==> src/hdl/fcba_pkg.sv <==
// ---------------------------------------------------------------------------
// fcba_pkg
// Shared types, codes and constants of the chained block allocator.
// ---------------------------------------------------------------------------
package fcba_pkg;

    // default geometry
    localparam int NUM_BLOCKS_DEF   = 256;
    localparam int DIR_ENTRIES_DEF  = 16;
    localparam int RESERVED_DEF     = 4;

    // fixed field widths
    localparam int CMD_W = 3;
    localparam int KEY_W = 32;
    localparam int BN_W  = 8;
    localparam int ST_W  = 3;
    localparam int VAL_W = 8;

    typedef enum logic [CMD_W-1:0] {
        CMD_CREATE = 3'd0,
        CMD_REMOVE = 3'd1,
        CMD_APPEND = 3'd2,
        CMD_DELETE = 3'd3,
        CMD_NEXT   = 3'd4,
        CMD_FIRST  = 3'd5
    } t_cmd_code;

    typedef enum logic [ST_W-1:0] {
        ST_OK       = 3'd0,
        ST_NOFILE   = 3'd1,
        ST_EXISTS   = 3'd2,
        ST_DIRFULL  = 3'd3,
        ST_NOTIN    = 3'd4,
        ST_NOTEMPTY = 3'd5,
        ST_DISKFULL = 3'd6
    } t_status;

    // datapath operations, one per cycle
    typedef enum logic [3:0] {
        DP_NOP,
        DP_INIT,
        DP_LOAD,
        DP_SCAN,
        DP_CREATE,
        DP_REMOVE,
        DP_HEAD_RD,
        DP_ALLOC_RD,
        DP_POP,
        DP_TERM,
        DP_TAIL_STEP,
        DP_TAIL_LINK,
        DP_WALK_START,
        DP_WALK_STEP,
        DP_UNLINK,
        DP_PUSH
    } t_dp_op;

    typedef enum logic [1:0] {
        VAL_ZERO,
        VAL_ALLOC,
        VAL_FIRST,
        VAL_RDATA
    } t_val_sel;

    // controller to datapath
    typedef struct packed {
        t_dp_op   op;
        logic     head_set;
        logic     set_res;
        t_status  res_status;
        t_val_sel val_sel;
        logic     publish;
    } t_dp_ctrl;

    // datapath to controller
    typedef struct packed {
        t_cmd_code cmd;
        logic      init_last;
        logic      scan_last;
        logic      found;
        logic      free_ok;
        logic      first_zero;
        logic      alloc_bad;
        logic      tail_more;
        logic      walk_end;
        logic      walk_hit;
    } t_dp_stat;

    // reset contents of one link table entry
    function automatic int init_link(input int x, input int nb, input int rsv);
        int start;
        start = rsv + 2;
        if (x == 0)
            init_link = (start < nb) ? start : 0;
        else if (x < start)
            init_link = 1;
        else
            init_link = (x + 1 < nb) ? x + 1 : 0;
    endfunction

endpackage

==> src/hdl/fcba_ctrl.sv <==
// ---------------------------------------------------------------------------
// fcba_ctrl
// Controller: sequences directory scan, allocation and chain walks.
// ---------------------------------------------------------------------------
module fcba_ctrl import fcba_pkg::*; (
    input  logic     i_clk,
    input  logic     i_rst_n,
    input  logic     i_in_valid,
    output logic     o_in_ready,
    output logic     o_out_valid,
    input  logic     i_out_ready,
    input  t_dp_stat i_stat,
    output t_dp_ctrl o_ctrl
);

    typedef enum logic [11:0] {
        S_INIT = 12'b0000_0000_0001,
        S_IDLE = 12'b0000_0000_0010,
        S_SCAN = 12'b0000_0000_0100,
        S_EXEC = 12'b0000_0000_1000,
        S_HEAD = 12'b0000_0001_0000,
        S_POP  = 12'b0000_0010_0000,
        S_TERM = 12'b0000_0100_0000,
        S_TAIL = 12'b0000_1000_0000,
        S_WALK = 12'b0001_0000_0000,
        S_PUSH = 12'b0010_0000_0000,
        S_HSET = 12'b0100_0000_0000,
        S_FIN  = 12'b1000_0000_0000
    } t_state;

    t_state r_state, n_state;
    logic   r_out_valid, n_out_valid;

    // next state and datapath command
    always_comb begin
        n_state           = r_state;
        o_ctrl.op         = DP_NOP;
        o_ctrl.head_set   = 1'b0;
        o_ctrl.set_res    = 1'b0;
        o_ctrl.res_status = ST_OK;
        o_ctrl.val_sel    = VAL_ZERO;
        o_ctrl.publish    = 1'b0;
        o_in_ready        = 1'b0;
        case (r_state)
            S_INIT: begin
                o_ctrl.op = DP_INIT;
                if (i_stat.init_last) n_state = S_IDLE;
            end
            S_IDLE: begin
                o_in_ready = 1'b1;
                if (i_in_valid) begin
                    o_ctrl.op = DP_LOAD;
                    n_state   = S_SCAN;
                end
            end
            S_SCAN: begin
                o_ctrl.op = DP_SCAN;
                if (i_stat.scan_last) n_state = S_EXEC;
            end
            S_EXEC: begin
                o_ctrl.set_res = 1'b1;
                n_state        = S_FIN;
                case (i_stat.cmd)
                    CMD_CREATE: begin
                        if (i_stat.found) begin
                            o_ctrl.res_status = ST_EXISTS;
                        end else if (i_stat.free_ok) begin
                            o_ctrl.op = DP_CREATE;
                        end else begin
                            o_ctrl.res_status = ST_DIRFULL;
                        end
                    end
                    CMD_REMOVE: begin
                        if (!i_stat.found) begin
                            o_ctrl.res_status = ST_NOFILE;
                        end else if (!i_stat.first_zero) begin
                            o_ctrl.res_status = ST_NOTEMPTY;
                        end else begin
                            o_ctrl.op = DP_REMOVE;
                        end
                    end
                    CMD_APPEND: begin
                        if (!i_stat.found) begin
                            o_ctrl.res_status = ST_NOFILE;
                        end else begin
                            o_ctrl.set_res = 1'b0;
                            o_ctrl.op      = DP_HEAD_RD;
                            n_state        = S_HEAD;
                        end
                    end
                    CMD_DELETE, CMD_NEXT: begin
                        if (!i_stat.found) begin
                            o_ctrl.res_status = ST_NOFILE;
                        end else begin
                            o_ctrl.set_res = 1'b0;
                            o_ctrl.op      = DP_WALK_START;
                            n_state        = S_WALK;
                        end
                    end
                    CMD_FIRST: begin
                        if (!i_stat.found) begin
                            o_ctrl.res_status = ST_NOFILE;
                        end else begin
                            o_ctrl.val_sel = VAL_FIRST;
                        end
                    end
                    default: ;
                endcase
            end
            // free list head is in the read register
            S_HEAD: begin
                if (i_stat.alloc_bad) begin
                    o_ctrl.set_res    = 1'b1;
                    o_ctrl.res_status = ST_DISKFULL;
                    n_state           = S_FIN;
                end else begin
                    o_ctrl.op = DP_ALLOC_RD;
                    n_state   = S_POP;
                end
            end
            S_POP: begin
                o_ctrl.op = DP_POP;
                n_state   = S_TERM;
            end
            S_TERM: begin
                o_ctrl.op = DP_TERM;
                if (i_stat.first_zero) begin
                    o_ctrl.set_res = 1'b1;
                    o_ctrl.val_sel = VAL_ALLOC;
                    n_state        = S_FIN;
                end else begin
                    n_state = S_TAIL;
                end
            end
            // walk to the tail of the chain, one link a cycle
            S_TAIL: begin
                if (i_stat.tail_more) begin
                    o_ctrl.op = DP_TAIL_STEP;
                end else begin
                    o_ctrl.op      = DP_TAIL_LINK;
                    o_ctrl.set_res = 1'b1;
                    o_ctrl.val_sel = VAL_ALLOC;
                    n_state        = S_FIN;
                end
            end
            // membership walk, one link a cycle
            S_WALK: begin
                if (i_stat.walk_end) begin
                    o_ctrl.set_res    = 1'b1;
                    o_ctrl.res_status = ST_NOTIN;
                    n_state           = S_FIN;
                end else if (i_stat.walk_hit) begin
                    if (i_stat.cmd == CMD_NEXT) begin
                        o_ctrl.set_res = 1'b1;
                        o_ctrl.val_sel = VAL_RDATA;
                        n_state        = S_FIN;
                    end else begin
                        o_ctrl.op = DP_UNLINK;
                        n_state   = S_PUSH;
                    end
                end else begin
                    o_ctrl.op = DP_WALK_STEP;
                end
            end
            S_PUSH: begin
                o_ctrl.op = DP_PUSH;
                n_state   = S_HSET;
            end
            S_HSET: begin
                o_ctrl.head_set = 1'b1;
                o_ctrl.set_res  = 1'b1;
                n_state         = S_FIN;
            end
            // hand the result over once the output register is free
            S_FIN: begin
                if (!r_out_valid || i_out_ready) begin
                    o_ctrl.publish = 1'b1;
                    n_state        = S_IDLE;
                end
            end
            default: n_state = S_INIT;
        endcase
    end

    // output valid flag
    always_comb begin
        n_out_valid = r_out_valid;
        if (o_ctrl.publish)   n_out_valid = 1'b1;
        else if (i_out_ready) n_out_valid = 1'b0;
    end

    always_ff @(posedge i_clk) begin
        if (!i_rst_n) begin
            r_state     <= S_INIT;
            r_out_valid <= 1'b0;
        end else begin
            r_state     <= n_state;
            r_out_valid <= n_out_valid;
        end
    end

    assign o_out_valid = r_out_valid;

endmodule

==> config.mk <==
export PLATFORM = sky130hd
export DESIGN_NAME = fcba_ctrl
export DESIGN_NICKNAME = d
export VERILOG_FILES = /design/src/hdl/fcba_pkg.sv /design/src/hdl/fcba_ctrl.sv
export SDC_FILE = /design/constraint.sdc
export NUM_CORES = 1
export LEC_CHECK = 0
export BUFFER_PORTS_ARGS = -buffer_cell sky130_fd_sc_hd__buf_2
export CAP_MARGIN = 30
export CORE_MARGIN = 1.5
export CORE_UTILIZATION = 58
export CTS_CLUSTER_DIAMETER = 30
export DETAILED_ROUTE_END_ITERATION = 10
export PLACE_DENSITY_LB_ADDON = 0.12
export SYNTH_ARGS = -nofsm -noshare
export SYNTH_HDL_FRONTEND = slang
export SYNTH_SLANG_ARGS = --single-unit
==> constraint.sdc <==
create_clock -name i_clk -period 4.4 [get_ports i_clk]
set_input_delay 0.22 -clock i_clk [delete_from_list [all_inputs] [get_ports i_clk]]
set_output_delay 0.22 -clock i_clk [all_outputs]
set_load 0.1 [all_outputs]
# == Word-level counts from Yosys, hierarchy flattened ==
# Cells that the tools add are included.
# totals
register_bits,13
in_bits,16
output_inout_bits,14
# op_classes
n_eq_ne,23
n_mux,59
n_reduce_logical,8
# op_table
cell,count
2-to-1 mux 12 bit,12
case mux 12 bit (12 select lines),1
case mux 4 bit (10 select lines),1
2-to-1 mux 3 bit,8
2-to-1 mux 4 bit,6
case mux 12 bit (2 select lines),1
case mux 3 bit (3 select lines),2
2-to-1 mux 1 bit,17
2-to-1 mux 2 bit,8
case mux 4 bit (4 select lines),1
== test 12 x 1 -> 1 bit (second input constant),1
== test 12 x 10 -> 1 bit (second input constant),1
== test 12 x 11 -> 1 bit (second input constant),1
== test 12 bit (second input constant),1
== test 12 x 2 -> 1 bit (second input constant),1
== test 12 x 3 -> 1 bit (second input constant),1
== test 12 x 4 -> 1 bit (second input constant),1
== test 12 x 5 -> 1 bit (second input constant),1
== test 12 x 6 -> 1 bit (second input constant),1
== test 12 x 7 -> 1 bit (second input constant),1
== test 12 x 8 -> 1 bit (second input constant),1
== test 12 x 9 -> 1 bit (second input constant),1
inequality test 2 bit (second input constant),5
case mux 2 bit (4 select lines),1
other kinds (13),15

# == Depth between registers and ports, before layout ==
# logic_depth
ltp_word,5
ltp_mapped,6

# == Worst setup path before layout ==
# Ideal clock, no wire load.
# synth_path
path_kind,register -> output
startpoint,register r_state[4]
endpoint,output port o_ctrl[2] (netlist name)
t_arrival_ns,4.118
required_time_ns,4.180
setup_slack_ns,0.062
stages_incl_launch_ff,5
n_path_buf,1
cell_sequence,dfxtp_1 > buf_6 > nor4_4 > nand3_4 > o41ai_1
# synth_lines
item,line,text
from (decl),fcba_ctrl.sv:31,"t_state r_state, n_state;"
from (signal assigned),fcba_ctrl.sv:197,r_state <= n_state;
to (decl),fcba_ctrl.sv:13,output t_dp_ctrl o_ctrl

==> results.json <==
{
  "maxSlewViolCount": 0,
  "postRouteAntennaNets": 0,
  "p_leak_nw": 0.633,
  "synth_edf_count": 0,
  "synth_cell_types": 58,
  "hold_path.class": "primary input to register",
  "timing.slew.headroom_pct": 58.9,
  "io_buffers": 29,
  "hold_viol": 0,
  "num_vias": 1369,
  "grt_overflow": 0,
  "totalWireLength_um": 3400,
  "rr_worst_depth": 5,
  "cts-root-buf": "clkbuf_4",
  "setup_viol": 0,
  "r2r_setup_slack_ns": 2.42,
  "fin_skew_ns": 0.0113,
  "synthCells": 170,
  "min_period_over_period_pct": 66.1,
  "areaGrowthSynthToFinish_pct": 7.97,
  "cts_tree": "yes",
  "crit_required_ns": 4.18,
  "multi_input_area_um2": 951,
  "gp_congestion": 0.960,
  "crit_type": "register to output port",
  "outcome": "complete, no violations",
  "grt_max_degree": 13,
  "reg2reg_to": "r_state[1]",
  "drc": 0,
  "die_h_um": 51.0,
  "regArea_um2": 260,
  "syn_area_um2": 1330,
  "final_core_util_pct": 65.7,
  "ir_drop_uv": 216,
  "clkLatencyLatePin_ns": 0.29,
  "cp-startpoint": "r_state[0]",
  "worst_slew_pin_slew_ns": 0.612,
  "cts_num_sinks": 13,
  "drv_cap": 0,
  "core_area_um2": 2190,
  "crit_fanout": 11,
  "antenna_found_initial": 0,
  "firstDrtPassIters": 4,
  "grt_pass1_wl_um": 5530,
  "ctsHoldBuffers": 0,
  "die_width_um": 51.0,
  "start_util_pct": 60.9,
  "synth-async-reset-ratio_pct": 0,
  "numCtsBuffers": 3,
  "drtIter0Drc": 45,
  "critPathCapture": "o_ctrl[9]",
  "fin_tns_setup_ns": 0,
  "hpwl_um": 2690,
  "post-cts-setup-buffers": 0,
  "avgSynthCellArea_um2": 7.85,
  "rsz0062_at_grt": "no",
  "insertedDiodeCount": 0,
  "start_kind": "register",
  "cp-end-kind": "output port",
  "cts.clk_slew.worst_paths_ns": 0.09,
  "routed_via_density": 6.31,
  "reg2reg_from": "r_state[8]",
  "row_count": 17,
  "arrival_ns": 2.69,
  "clock_path_buffers": 2,
  "io_pins": 30,
  "wl_per_cell_um": 15.7,
  "grt_pass1_vias": 1217,
  "cts_resized": 0,
  "timing.final.crit_period_ns": 2.91,
  "power_density_nw_per_um2": 330,
  "synth_ff_type": "dfxtp_1",
  "grtUsageTotal_pct": 28.3,
  "seq_area_frac_synth_pct": 19.5,
  "synth.ff_latch_count": 13,
  "nFillCells": 211,
  "synth.net_count": 186,
  "max_freq_ghz": 0.344,
  "drive_gt1_share_pct": 28.0,
  "dieArea_um2": 2600,
  "yosys_warnings": 0,
  "finalNetCount": 206,
  "cts.htree.levels": 1
}
-- power breakdown --
part / leakage (nW) / switching (mW) / internal, mW / total [mW]
registers: 0.105 / 0.0283 / 0.127 / 0.155
clock network: 0.0150 / 0.0436 / 0.0352 / 0.0788
logic: 0.512 / 0.163 / 0.0781 / 0.241
-- per-stage QoR --
stage	std cells	instance area, µm²	power [mW]	setup slack [ns]	hold WS, ns
finish	217	1440	0.475	1.49	0.230
global placement	213	1410	0.394	1.86	0.498
floorplan	170	1330	0.361	0.0617	0.355
global route	217	1440	0.504	1.28	0.234
CTS	217	1440	0.474	1.51	0.230
detailed placement	213	1410	0.396	1.84	0.522
-- cell usage in the layout, fill, tap and decap left out, types with 2 or more instances in the layout --
master    Yosys  layout
nor3b_1       3       3
nand2_1      12      12
nor4_4        2       2
or3_1         2       2
nor2b_1       3       3
o21a_1        4       4
or4b_2        2       2
a21boi_0      2       2
nor3_1       11      11
and3_1        3       3
nor2_1       16      16
buf_2         4      29
o21ai_0       8       8
clkbuf_4      0       3
and2_1        2       2
inv_1         6       6
a21oi_1       4       4
and3b_1       2       2
or4_1         2       2
dfxtp_1      13      13
nand2b_1      3       3
nor4_1        3       3
nand4_1       7       7
nand3_1       5       5
nor4_2        2       2
or4_4         3       3
or3b_2        2       2
o41ai_1       3       3
xor2_1        5       5
-- cell type report --
type | count | share of cell area [%]
multi-input cells | 137 | 66.0
flip-flops and latches | 13 | 18.1
well taps | 28 | 2.43
inverters | 6 | 1.56
repair buffers | 29 | 10.1
clock buffers | 4 | 1.82
-- cell families after synthesis --
kind of cell | share of synthesized area, %
flip-flops | 19.5
buffers and inverters | 9.19
AND/OR/NAND/NOR | 49.2
AO/OA/AOI/OAI | 18.9
XOR/XNOR | 3.28
-- cell usage after synthesis (2+ instances only) --
| cell type | instances | area share (%) |
|---|---|---|
| nor2_1 | 16 | 4.5 |
| dfxtp_1 | 13 | 20 |
| nand2_1 | 12 | 3.4 |
| nor3_1 | 11 | 4.1 |
| o21ai_0 | 8 | 3.0 |
| nand4_1 | 7 | 3.3 |
| inv_1 | 6 | 1.7 |
| buf_4 | 5 | 2.8 |
| nand3_1 | 5 | 1.9 |
| xor2_1 | 5 | 3.3 |
| a21oi_1 | 4 | 1.5 |
| buf_2 | 4 | 1.5 |
| o21a_1 | 4 | 2.3 |
| and3_1 | 3 | 1.4 |
| buf_6 | 3 | 2.5 |
| nand2b_1 | 3 | 1.4 |
| nor2b_1 | 3 | 1.4 |
| nor3b_1 | 3 | 1.7 |
| nor4_1 | 3 | 1.4 |
| o41ai_1 | 3 | 2.0 |
| or4_4 | 3 | 2.5 |
| a21boi_0 | 2 | 1.1 |
| and2_1 | 2 | 0.94 |
| and3b_1 | 2 | 1.3 |
| nor4_2 | 2 | 1.9 |
| nor4_4 | 2 | 3.2 |
| or3_1 | 2 | 0.94 |
| or3b_2 | 2 | 1.3 |
| or4_1 | 2 | 1.1 |
| or4b_2 | 2 | 1.5 |
-- worst max-delay path: stages (launching register included) --
cell and delay (ns):
dfxtp_1 0.43, nor4_2 0.63, nand2_1 0.30, nor3_2 0.29, and3_1 0.22, or4_1 0.11
buf_2 0.41
-- how the worst min path moves through the flow --
stage | from | end | slack (ns) | depth (start not counted)
after floorplan | i_rst_n | r_state[9] | 0.36 | 2
after global placement | o_out_valid | o_out_valid | 0.50 | 2
after detailed placement | o_out_valid | o_out_valid | 0.52 | 2
after CTS | i_stat[7] | r_state[2] | 0.23 | 4
after global routing | i_stat[7] | r_state[2] | 0.23 | 4
final | i_stat[7] | r_state[2] | 0.23 | 4
-- state kept, by name, summed over array words and instances (netlist names) --
name / cells
r_state: 12
o_out_valid: 1
-- metal layers --
metal  global-route usage [%]  up-vias  wire length, µm
met5                        0        -                0
met4                     11.3        0               59
met3                     6.73        9              194
met2                     43.1       47             1560
met1                     38.2      635             1580
li1                         -      678                -
No activity file was read; power rests on OpenSTA's default activity.
